<file path="src/design/nsr_pkg.sv">
`timescale 1ns / 1ps
`default_nettype none
// ----------------------------------------------------------------------------
// nsr_pkg: shared types and constants for the Heron square root block
// Holds the field widths, the fixed-point constants and the command and
// status bundles between the controller and the datapath.
// ----------------------------------------------------------------------------
package nsr_pkg;

  // Field widths.
  localparam int unsigned WordW = 32;
  localparam int unsigned IterW = 6;
  localparam int unsigned FracW = 16;
  localparam int unsigned DvdW  = WordW + FracW;

  // Largest number of refinement steps applied to one item.
  localparam int unsigned MAX_ITERATIONS = 63;

  // Bit counter width for the radix-2 divider (counts 0 .. DvdW-1).
  localparam int unsigned BitCntW = $clog2(DvdW);

  // One in Q16.16.
  localparam logic [WordW-1:0] Q_ONE = WordW'(32'h0001_0000);

  // Commands from the controller to the datapath.
  typedef struct packed {
    logic load;      // Capture the radicand and form the start estimate.
    logic div_init;  // Load the dividend a << 16 into the divider.
    logic div_step;  // One restoring divider step.
    logic update;    // Form the new estimate from the quotient.
    logic out_load;  // Copy the estimate into the output register.
  } nsr_cmd_t;

  // Status from the datapath to the controller.
  typedef struct packed {
    logic est_zero;  // Current estimate is zero.
  } nsr_status_t;

endpackage
`default_nettype wire

</file>
<file path="src/design/nsr_dp.sv">
`timescale 1ns / 1ps
`default_nettype none
// ----------------------------------------------------------------------------
// nsr_dp: datapath of the Heron square root block
// Holds the radicand, the estimate, a radix-2 restoring divider for the
// 48-by-32 quotient and the output register.
// ----------------------------------------------------------------------------
module nsr_dp (
  input  wire logic                           clk,
  input  wire nsr_pkg::nsr_cmd_t              cmd,
  input  wire logic [nsr_pkg::WordW-1:0]      radicand,
  output nsr_pkg::nsr_status_t                status,
  output logic [nsr_pkg::WordW-1:0]           root
);

  logic [nsr_pkg::WordW-1:0] a_r, a_nxt;
  logic [nsr_pkg::WordW-1:0] x_r, x_nxt;
  logic [nsr_pkg::WordW-1:0] rem_r, rem_nxt;
  logic [nsr_pkg::DvdW-1:0]  quo_r, quo_nxt;
  logic [nsr_pkg::WordW-1:0] root_r, root_nxt;

  logic [nsr_pkg::WordW:0]   start_sum;
  logic [nsr_pkg::WordW:0]   part_rem;
  logic [nsr_pkg::WordW:0]   trial;
  logic [nsr_pkg::DvdW:0]    new_sum;
  logic [nsr_pkg::DvdW-1:0]  new_half;

  // Start estimate (1 + a) / 2, truncated.
  assign start_sum = {1'b0, radicand} + {1'b0, nsr_pkg::Q_ONE};

  // Trial subtraction of one restoring divider step.
  assign part_rem = {rem_r, quo_r[nsr_pkg::DvdW-1]};
  assign trial    = part_rem - {1'b0, x_r};

  // New estimate (x + q) / 2, saturated to the word width.
  assign new_sum  = {{(nsr_pkg::DvdW - nsr_pkg::WordW + 1){1'b0}}, x_r} + {1'b0, quo_r};
  assign new_half = new_sum[nsr_pkg::DvdW:1];

  // Next-state logic for the datapath registers.
  always_comb begin
    a_nxt    = a_r;
    x_nxt    = x_r;
    rem_nxt  = rem_r;
    quo_nxt  = quo_r;
    root_nxt = root_r;
    if (cmd.load) begin
      a_nxt = radicand;
      x_nxt = start_sum[nsr_pkg::WordW:1];
    end
    if (cmd.div_init) begin
      rem_nxt = '0;
      quo_nxt = {a_r, {nsr_pkg::FracW{1'b0}}};
    end
    if (cmd.div_step) begin
      if (!trial[nsr_pkg::WordW]) begin
        rem_nxt = trial[nsr_pkg::WordW-1:0];
        quo_nxt = {quo_r[nsr_pkg::DvdW-2:0], 1'b1};
      end else begin
        rem_nxt = part_rem[nsr_pkg::WordW-1:0];
        quo_nxt = {quo_r[nsr_pkg::DvdW-2:0], 1'b0};
      end
    end
    if (cmd.update) begin
      if (|new_half[nsr_pkg::DvdW-1:nsr_pkg::WordW]) begin
        x_nxt = '1;
      end else begin
        x_nxt = new_half[nsr_pkg::WordW-1:0];
      end
    end
    if (cmd.out_load) begin
      root_nxt = x_r;
    end
  end

  // Payload registers need no reset.
  always_ff @(posedge clk) begin
    a_r    <= a_nxt;
    x_r    <= x_nxt;
    rem_r  <= rem_nxt;
    quo_r  <= quo_nxt;
    root_r <= root_nxt;
  end

  assign status.est_zero = (x_r == '0);
  assign root            = root_r;

endmodule
`default_nettype wire

</file>
<file path="src/design/nsr_ctrl.sv">
`timescale 1ns / 1ps
`default_nettype none
// ----------------------------------------------------------------------------
// nsr_ctrl: controller of the Heron square root block
// Sequences the refinement steps and the divider bits, and runs the
// input and output handshakes.
// ----------------------------------------------------------------------------
module nsr_ctrl (
  input  wire logic                        clk,
  input  wire logic                        rst_n,
  input  wire logic                        in_valid,
  output logic                             in_stall,
  input  wire logic [nsr_pkg::IterW-1:0]   iterations,
  output logic                             out_valid,
  input  wire logic                        out_stall,
  input  wire nsr_pkg::nsr_status_t        status,
  output nsr_pkg::nsr_cmd_t                cmd
);

  typedef enum logic [2:0] {
    ST_IDLE,
    ST_CHECK,
    ST_DIV,
    ST_UPDATE,
    ST_OUT
  } state_t;

  state_t                       state_r, state_nxt;
  logic [nsr_pkg::IterW-1:0]    iter_r, iter_nxt;
  logic [nsr_pkg::BitCntW-1:0]  bit_r, bit_nxt;
  logic                         out_valid_r, out_valid_nxt;
  logic [nsr_pkg::IterW-1:0]    iter_lim;

  // Step count limited to the largest supported value.
  always_comb begin
    if (32'(iterations) > nsr_pkg::MAX_ITERATIONS) begin
      iter_lim = nsr_pkg::IterW'(nsr_pkg::MAX_ITERATIONS);
    end else begin
      iter_lim = iterations;
    end
  end

  // Next-state and command logic.
  always_comb begin
    state_nxt     = state_r;
    iter_nxt      = iter_r;
    bit_nxt       = bit_r;
    out_valid_nxt = out_valid_r;
    cmd           = '0;

    // The output register empties on a transfer.
    if (out_valid_r && !out_stall) begin
      out_valid_nxt = 1'b0;
    end

    case (state_r)
      ST_IDLE: begin
        if (in_valid) begin
          cmd.load  = 1'b1;
          iter_nxt  = iter_lim;
          state_nxt = ST_CHECK;
        end
      end
      ST_CHECK: begin
        // A zero estimate would make the divisor zero, so the remaining steps are skipped.
        if (iter_r == '0 || status.est_zero) begin
          state_nxt = ST_OUT;
        end else begin
          cmd.div_init = 1'b1;
          bit_nxt      = '0;
          state_nxt    = ST_DIV;
        end
      end
      ST_DIV: begin
        cmd.div_step = 1'b1;
        bit_nxt      = bit_r + 1'b1;
        if (bit_r == nsr_pkg::BitCntW'(nsr_pkg::DvdW - 1)) begin
          state_nxt = ST_UPDATE;
        end
      end
      ST_UPDATE: begin
        cmd.update = 1'b1;
        iter_nxt   = iter_r - 1'b1;
        state_nxt  = ST_CHECK;
      end
      ST_OUT: begin
        if (!out_valid_r || !out_stall) begin
          cmd.out_load  = 1'b1;
          out_valid_nxt = 1'b1;
          state_nxt     = ST_IDLE;
        end
      end
      default: begin
        state_nxt = ST_IDLE;
      end
    endcase
  end

  // State and registered outputs.
  always_ff @(posedge clk) begin
    if (!rst_n) begin
      state_r     <= ST_IDLE;
      iter_r      <= '0;
      bit_r       <= '0;
      out_valid_r <= 1'b0;
    end else begin
      state_r     <= state_nxt;
      iter_r      <= iter_nxt;
      bit_r       <= bit_nxt;
      out_valid_r <= out_valid_nxt;
    end
  end

  assign in_stall  = (state_r != ST_IDLE);
  assign out_valid = out_valid_r;

endmodule
`default_nettype wire

</file>
<file path="src/design/newton_square_root.sv">
`timescale 1ns / 1ps
`default_nettype none
// ----------------------------------------------------------------------------
// newton_square_root: Heron square root in unsigned Q16.16
// Takes a radicand and a step count, starts from (1 + a) / 2 and applies
// x = (x + (a << 16) / x) / 2 the requested number of times.
// ----------------------------------------------------------------------------
// Usage:
//   The input channel (in_valid, in_stall, in_radicand, in_iterations)
//   moves one item per transfer; the result channel (out_valid, out_stall,
//   out_root) moves one root per item, in order.
//   Each refinement step runs a radix-2 restoring divider that retires one
//   quotient bit per cycle over the 48-bit dividend; a step passes through
//   a check state, the divider state for all 48 bits and an update state.
//   An estimate that reaches zero ends the item early. One item is worked
//   on at a time, and in_stall is high from the transfer until the result
//   is written to the output register. The next item is taken while that
//   result still waits.
//   When the receiver stalls, out_root holds and the finished item waits
//   in the controller until the output register empties.
//   Reset (rst_n low at a clock edge) empties the output register and
//   returns the controller to idle; the item in work and any waiting result
//   are dropped.
// ----------------------------------------------------------------------------
module newton_square_root (
  input  wire logic                         clk,
  input  wire logic                         rst_n,
  input  wire logic                         in_valid,
  output logic                              in_stall,
  input  wire logic [nsr_pkg::WordW-1:0]    in_radicand,
  input  wire logic [nsr_pkg::IterW-1:0]    in_iterations,
  output logic                              out_valid,
  input  wire logic                         out_stall,
  output logic [nsr_pkg::WordW-1:0]         out_root
);

  nsr_pkg::nsr_cmd_t    cmd;
  nsr_pkg::nsr_status_t status;

  // Step sequencing and handshakes.
  nsr_ctrl u_ctrl (
    .clk        (clk),
    .rst_n      (rst_n),
    .in_valid   (in_valid),
    .in_stall   (in_stall),
    .iterations (in_iterations),
    .out_valid  (out_valid),
    .out_stall  (out_stall),
    .status     (status),
    .cmd        (cmd)
  );

  // Estimate, divider and output register.
  nsr_dp u_dp (
    .clk      (clk),
    .cmd      (cmd),
    .radicand (in_radicand),
    .status   (status),
    .root     (out_root)
  );

endmodule
`default_nettype wire
</file>
<file path="config.mk">
export PLATFORM = sky130hd
export DESIGN_NAME = newton_square_root
export DESIGN_NICKNAME = d
export VERILOG_FILES = /design/src/design/nsr_pkg.sv /design/src/design/nsr_dp.sv /design/src/design/nsr_ctrl.sv /design/src/design/newton_square_root.sv
export SDC_FILE = /design/constraint.sdc
export NUM_CORES = 1
export LEC_CHECK = 0
export CAP_MARGIN = 40
export CELL_PAD_IN_SITES_DETAIL_PLACEMENT = 1
export CELL_PAD_IN_SITES_GLOBAL_PLACEMENT = 1
export CORE_MARGIN = 4
export CORE_UTILIZATION = 51
export DETAILED_ROUTE_END_ITERATION = 8
export DONT_BUFFER_PORTS = 1
export HOLD_SLACK_MARGIN = 0.03
export PLACE_DENSITY_LB_ADDON = 0.2
export SETUP_SLACK_MARGIN = 0.2
export SLEW_MARGIN = 5
export SYNTH_ARGS = -nofsm -noshare
export SYNTH_HDL_FRONTEND = slang
export SYNTH_SLANG_ARGS = --single-unit
</file>
<file path="constraint.sdc">
create_clock -name clk -period 5.2 [get_ports clk]
set_input_delay 0.78 -clock clk [delete_from_list [all_inputs] [get_ports clk]]
set_output_delay 0.78 -clock clk [all_outputs]
set_load 0.03 [all_outputs]
</file>
==> results.tsv, run 1 <==
stage	metric	value	unit
status	status	complete, no violations	
global_route	GRT overflow	0	
setup_path	Worst R2R Setup Slack	0.79	ns
sta	maximum clock frequency	227	MHz
die	I/O pin count	76	
detailed_routing	DR iter-0 viols	962	
layout	fraction of layout cells with a size suffix above 1	8.30	%
clock_network	post-cts resize count	0	
setup_path	R2R Path Start	u_dp.quo_r[47]	
layout	Area Growth Syn to Fin	6.53	%
sta	Finish-stage setup viols	0	
clock_network	CTS tree	built	
synthesis	top_reg_cell synth	edfxtp_1	
sta	Final Cycle Share	84.7	%
setup_path	Critical-path top delay cell	nand3_4	
die	Die Ht	165	microns
global_route	largest net degree at the start of global routing	71	
sta	minimum clock period	4.41	ns
synthesis	synthesis-stage register bit count	192	
run	maximum capacitance violations	0	
detailed_routing	via count	10300	
sta	endpoints failing hold	0	
clock_network	CTS Hold Bufs	0	
power_and_ir_drop	Max VDD drop	318	uV
sta	Final WS setup	0.793	ns
synthesis	synthesized area per cell	9.70	sq um
global_route	GRT Total Usage	29.0	%
clock_network	Num CTS Buffers	17	
die	core area	24300	sq um
global_route	initial antenna violation count	0	
detailed_routing	DR WL/cell	24.2	microns
die	Starting Density	52.0	%
setup_path	CP startpoint kind	register	
clock_network	root buffer cell	clkbuf_16	
detailed_routing	drt first pass iters	5	
global_route	number of global-route vias before repair	10500	
setup_path	crit-path cells	inv_1 -> ha_1 -> fa_1 -> nand2b_1 -> a21oi_1 -> o21bai_1 -> a2111o_1 -> a211oi_1 -> or3_1 -> nand3_4 -> mux2_1 -> nor2_1	
sta	RSZ-0062 raised after global routing	false	
detailed_routing	ANT nets after route	0	
layout	ANT cells	0	
setup_path	R2R depth	12	
place	placed cell area	12900	sq um
setup_path	critical path's largest stage delay	0.53	ns
min_path	Hold Path Origin	in_radicand[15]	
sta	Worst Max-Slew Pin Slew	0.930	ns
synthesis	largest cells by area after synthesis	edfxtp_1 (42%), ha_1 (6.5%), nand2_1 (5.2%), nor2_1 (3.8%), a21oi_1 (3.4%)	
clock_network	postcts setup bufs	0	
sta	post-route clock skew	0.0187	ns
synthesis	post-synth net total	1413	
synthesis	Syn Inst Count	1303	
power_and_ir_drop	pwr dens	520	nW/um^2
setup_path	CP delay by family, top	compound AO/OA/AOI/OAI gates	
min_path	hold depth	0	
global_route	global-route wire length before repair	60500	microns
setup_path	critical path data required time	5.49	ns
detailed_routing	drt drc	0	
synthesis	most numerous cell in the Yosys netlist	edfxtp_1	
setup_path	Crit Reg-Reg Endpoint	u_dp.rem_r[0]	
synthesis	mapped cell area	12600	sq um
sta	Post-Route Setup TNS	0	ns
clock_network	Max Root-Sink Buffers	2	
clock_network	htree depth	4	
setup_path	CP Class	reg2reg	
setup_path	crit path capture type	register	
place	Placement Setup Slack	0.909	ns
detailed_routing	Vias/cell	6.37	
synthesis	EDFF count, synth	176	
clock_network	Clock transition at path regs	0.08	ns
synthesis	Warnings, synthesis	0	
clock_network	clock sink count	192	
die	Die X	165	microns
sta	relative slew slack	38.0	%
setup_path	CP arrival	4.70	ns
synthesis	Synth cell types	92	
setup_path	Worst Path Buf+Inv	1	
place	post-DP HPWL	28600	microns
place	final RePlAce weighted congestion	0.905	
die	Die Footprint	27400	sq um
sta	Final Max Tran Viols	0	
power_and_ir_drop	P_leak	5.09	nW
min_path	worst min path class	in2reg	
synthesis	sequential-to-total area share from yosys stat	44.4	%
min_path	hold endpoint	u_dp.a_r[15]	
synthesis	Synth top area share	41.8	%
layout	Final Instance Area	13500	sq um
die	FP Rows	57	
synthesis	area leader, netlist	edfxtp_1	
synthesis	top cells by count, synth	edfxtp_1 (176), nand2_1 (175), nor2_1 (127)	
setup_path	crit path max fanout	35	
layout	layout net count	1386	
clock_network	later-pin clock latency in the skew report	0.45	ns
place	IO Port Bufs	0	
detailed_routing	final wirelength	39000	microns
synthesis	FFs w/ async S/R, synth	0	%
-- power breakdown --
part	total, W	leakage (nW)	switching, W	internal, W
Combinational	0.00307	3.01	0.00197	0.00110
Clock	0.00140	0.300	0.000693	0.000702
Sequential	0.00253	1.78	0.000398	0.00213
Total	0.00700	5.09	0.00306	0.00394
-- metrics by stage --
stage | power, W | utilization (%) | cells | hold slack [ns]
floorplan | 0.00475 | - | 1303 | 0.437
global placement | 0.00545 | 52.8 | 1581 | 0.456
detailed placement | 0.00556 | 52.8 | 1581 | 0.466
CTS | 0.00698 | 55.3 | 1613 | 0.409
global route | 0.00740 | 55.3 | 1613 | 0.407
finish | 0.00700 | 55.3 | 1613 | 0.420
-- how the worst max path moves through the flow --
stage,to,start,depth (start not counted),slack [ns]
final,u_dp.rem_r[0],u_dp.quo_r[47],12,0.79
after global routing,u_dp.rem_r[1],u_dp.quo_r[47],12,0.54
after CTS,u_dp.rem_r[0],u_dp.quo_r[47],12,0.85
after detailed placement,u_dp.rem_r[1],u_dp.quo_r[47],12,0.91
after global placement,u_dp.rem_r[0],u_dp.quo_r[47],12,1.04
after floorplan,u_ctrl.bit_r[2],u_ctrl.iter_r[0],11,1.29
-- final cells by class --
class                      instances  area (sq um)
fill                            2718         10900
multi-input combinational        992          6530
sequential                       192          5610
clock buffer                      18           439
tap                              324           405
inverter                          62           233
clock inverter                    14           169
timing repair buffer              11          82.6
-- flip-flops by register name (all words and copies together) (netlist names) --
| name | flops |
|---|---|
| u_dp.x_r | 32 |
| u_dp.quo_r | 48 |
| u_dp.root | 32 |
| u_ctrl.bit_r | 6 |
| u_ctrl.iter_r | 6 |
| u_ctrl.out_valid | 1 |
| u_dp.rem_r | 32 |
| u_ctrl.state_r | 3 |
| u_dp.a_r | 32 |
-- routing by layer --
metal | wire (microns) | part of all wire (%) | track usage, % | vias to the layer above
met2 | 18800 | 48 | 48.4 | 336
met5 | 0 | 0 | 0 | -
met4 | 894 | 2.3 | 8.77 | 0
met1 | 17000 | 44 | 39.4 | 5126
met3 | 2360 | 6.0 | 3.95 | 44
li1 | - | - | - | 4766
-- cells by family (layout without fill, tap and decap cells) --
| group | count (synthesis) | in the layout | share of synthesized area, % |
|---|---|---|---|
| AOI/OAI and AO/OA | 320 | 320 | 18.1 |
| xor gates and xnor gates | 66 | 66 | 4.58 |
| adders and majority gates | 68 | 68 | 6.85 |
| buffers and inverters | 119 | 105 | 4.22 |
| DFF | 192 | 192 | 44.4 |
| muxes | 29 | 29 | 2.36 |
| and+or+nand+nor | 509 | 509 | 19.5 |
-- worst reg2reg max path, cell delays in order, from the launching register on --
cell and delay [ns]:
edfxtp_1 0.44, inv_1 0.14, ha_1 0.25, fa_1 0.40, nand2b_1 0.18, a21oi_1 0.27, o21bai_1 0.15, a2111o_1 0.48
a211oi_1 0.42, or3_1 0.35, nand3_4 0.53, mux2_1 0.56, nor2_1 0.10
-- layout by cell type (no fill, tap or decap), types with 23 or more instances in the layout --
cell      netlist  routed
mux2i_1        23      23
inv_1          60      60
nand3_1        39      39
xnor2_1        41      41
a21oi_1        85      84
xor2_1         25      25
nor2_1        127     126
a21o_1         23      23
o21ai_0        44      44
nand4_1        33      33
and2_1         23      23
edfxtp_1      176     176
nand2_1       175     174
ha_1           66      66
(Power assumes the default switching activity.)
==> inputs of run 2 (changes only) <==
Settings changed: CORE_UTILIZATION 51 to 46.
Clock period 5.2 ns to 3.7 ns, I/O delays scaled along.
==> run 2 against run 1 <==
Power grew 58%. Largest cell class unchanged. Sequential cell count stayed put. Largest power group unchanged. Via count increased by 8.0%. Non-clock buffer count is 138 higher. Worst hold slack lost 0.22 ns. Maximum frequency grew 23%. First-iteration DRC count up 1.1%.
==> results.tsv, run 2 (synthesis gave the netlist of run 1 again) <==
stage	metric	value	unit	change
status	status	complete, no violations		
die	Die Ht	174	microns	+5.0%
layout	Final Instance Area	15300	sq um	+14%
global_route	initial antenna violation count	0		unchanged
layout	Final Non-Filler Cells	1768		+9.6%
clock_network	htree depth	4		unchanged
setup_path	CP arrival	3.76	ns	-0.94 ns
die	FP Rows	60		+5.3%
die	Starting Density	46.9	%	-5.1 points
detailed_routing	Vias/cell	6.27		-1.5%
place	post-DP HPWL	30300	microns	+6.3%
power_and_ir_drop	Net Sw Frac	43.1	%	-0.61 points
place	final RePlAce weighted congestion	0.944		+4.3%
clock_network	clock sink count	192		unchanged
detailed_routing	length of routed met2 wiring	21000	microns	+12%
power_and_ir_drop	P_sw	0.00477	W	+56%
sta	relative slew slack	50.0	%	+12 points
min_path	Hold Path Origin	in_radicand[6]		
detailed_routing	drt first pass iters	5		unchanged
setup_path	Crit Reg-Reg Endpoint	u_dp.x_r[11]		
layout	largest register by flop count	u_dp.quo_r		
power_and_ir_drop	total internal power	0.00630	W	+60%
global_route	GRT overflow	0		unchanged
detailed_routing	top sig layer	met4		
sta	post-route clock skew	0.0219	ns	+0.00319 ns
clock_network	root buffer cell	clkbuf_16		
global_route	global-route wire length before repair	64100	microns	+6.0%
power_and_ir_drop	P_leak	5.83	nW	+14%
setup_path	CP Class	reg2reg		
place	IO Port Bufs	0		unchanged
setup_path	crit path capture type	register		
setup_path	critical path data required time	3.88	ns	-1.61 ns
layout	layout net count	1524		+10%
die	I/O pin count	76		unchanged
power_and_ir_drop	Logic pwr share	51.6	%	+7.7 points
sta	maximum clock frequency	279	MHz	+23%
clock_network	Max Root-Sink Buffers	2		unchanged
detailed_routing	sum of routed wire segments on met1	19200	microns	+13%
global_route	GRT Total Usage	26.9	%	-2.0 points
run	maximum capacitance violations	0		unchanged
sta	RSZ-0062 raised after global routing	true		
min_path	worst min path class	in2reg		
clock_network	later-pin clock latency in the skew report	0.44	ns	about the same
layout	Area Growth Syn to Fin	21.2	%	
sta	Finish-stage setup viols	0		unchanged
power_and_ir_drop	pwr dens	723	nW/um^2	+39%
die	Die X	174	microns	+5.0%
place	Cells after DPL	1684		+6.5%
layout	most frequent cells in the layout	edfxtp_1 (176), nand2_1 (172), buf_4 (136), nor2_1 (123), a21oi_1 (77)		
die	Die Footprint	30200	sq um	+10%
detailed_routing	final wirelength	43300	microns	+11%
setup_path	CP startpoint kind	register		
min_path	hold endpoint	u_dp.a_r[6]		
global_route	number of global-route vias before repair	11100		+5.5%
global_route	largest net degree at the start of global routing	40		-44%
clock_network	Num CTS Buffers	17		unchanged
setup_path	crit path max fanout	8		-77%
sta	Final Max Tran Viols	0		unchanged
setup_path	R2R Path Start	u_dp.quo_r[20]		
sta	minimum clock period	3.58	ns	-0.827 ns
detailed_routing	via count	11100		+8.0%
sta	Worst Max-Slew Pin Slew	0.742	ns	-0.188 ns
setup_path	Worst R2R Setup Slack	0.12	ns	-0.67 ns
power_and_ir_drop	Max VDD drop	332	uV	+4.4%
sta	Final Cycle Share	96.8	%	+12 points
detailed_routing	DR WL/cell	24.5	microns	+1.4%
layout	fraction of layout cells with a size suffix above 1	21.9	%	+14 points
power_and_ir_drop	power share of the sequential group	31.4	%	-4.8 points
detailed_routing	ANT nets after route	0		unchanged
layout	most common cell after layout, fill and taps aside	edfxtp_1		
sta	endpoints failing hold	0		unchanged
setup_path	R2R depth	14		+2
detailed_routing	DR iter-0 viols	973		+1.1%
place	placed cell area	13600	sq um	+5.6%
power_and_ir_drop	Clk network pwr share	17.1	%	-2.8 points
layout	max reg flops	48		unchanged
clock_network	Clock transition at path regs	0.09	ns	about the same
detailed_routing	WL met3	2070	microns	-12%
clock_network	CTS Hold Bufs	0		unchanged
clock_network	CTS tree	built		
die	core area	27000	sq um	+11%
sta	Post-Route Setup TNS	0	ns	unchanged
detailed_routing	drt drc	0		unchanged
min_path	hold depth	0		unchanged
layout	ANT cells	0		unchanged
## run 2: worst max-delay path by stage
| stage | slack (ns) | cells after the start | start | endpoint |
|---|---|---|---|---|
| after CTS | 0.20 | 13 | u_dp.quo_r[0] | u_dp.x_r[21] |
| after global placement | 0.18 | 13 | u_dp.x_r[0] | u_dp.rem_r[0] |
| after floorplan | 0.38 | 14 | u_dp.quo_r[47] | u_dp.rem_r[12] |
| after detailed placement | 0.07 | 13 | u_dp.x_r[0] | u_dp.rem_r[1] |
| final | 0.12 | 14 | u_dp.quo_r[20] | u_dp.x_r[11] |
| after global routing | 0.04 | 15 | u_dp.quo_r[7] | u_dp.x_r[12] |
## run 2: area by class of cell
type                    count  area (sq um)
clock buffers              18           429
repair buffers            149          1290
multi-input cells         992          7180
well taps                 341           427
clock inverters            14           148
fillers                  2924         11600
inverters                  62           233
flip-flops and latches    192          5610
## run 2: routing by layer
layer / global-route usage, % / vias up
met1: 36.6 / 5640
met2: 45.2 / 336
met3: 3.66 / 60
met5: 0 / -
li1: - / 5057
met4: 7.89 / 0
## run 2: power groups by stage
stage	Combinational, W	Clock [W]	Sequential [W]
5_1_grt	0.00615	0.00201	0.00350
4_1_cts	0.00507	0.00190	0.00344
3_5_place_dp	0.00478	0	0.00347
2_1_floorplan	0.00333	0	0.00333
3_3_place_gp	0.00468	0	0.00346
6_report	0.00571	0.00189	0.00347
## run 2: metrics by stage
step / setup slack (ns) / util [%] / hold WS [ns] / total power, W
6_report: 0.120 / 56.8 / 0.200 / 0.0111
5_1_grt: 0.0399 / 56.8 / 0.180 / 0.0117
4_1_cts: 0.201 / 54.1 / 0.186 / 0.0104
3_5_place_dp: 0.0720 / 50.3 / 0.469 / 0.00826
3_3_place_gp: 0.184 / 50.3 / 0.455 / 0.00813
2_1_floorplan: 0.376 / - / 0.437 / 0.00666
## run 2: worst max-delay path, cell delays in order (launching register included)
cell and delay, ns:
edfxtp_1 0.44, ha_1 0.36, a21oi_1 0.31, o21ai_1 0.12, or4_1 0.54, a211oi_1 0.21, buf_4 0.16, nor2_2 0.06
nand4_1 0.12, nand4_1 0.13, nor4_4 0.30, buf_4 0.20, buf_6 0.11, buf_12 0.15, a31oi_2 0.10
## run 2: timing repair
action                     4_1_cts  5_1_grt
setup endpoints to repair       61       65
cloned                           4        2
pin swaps                       14       35
gates resized for setup         33       81
buffers inserted                22       24
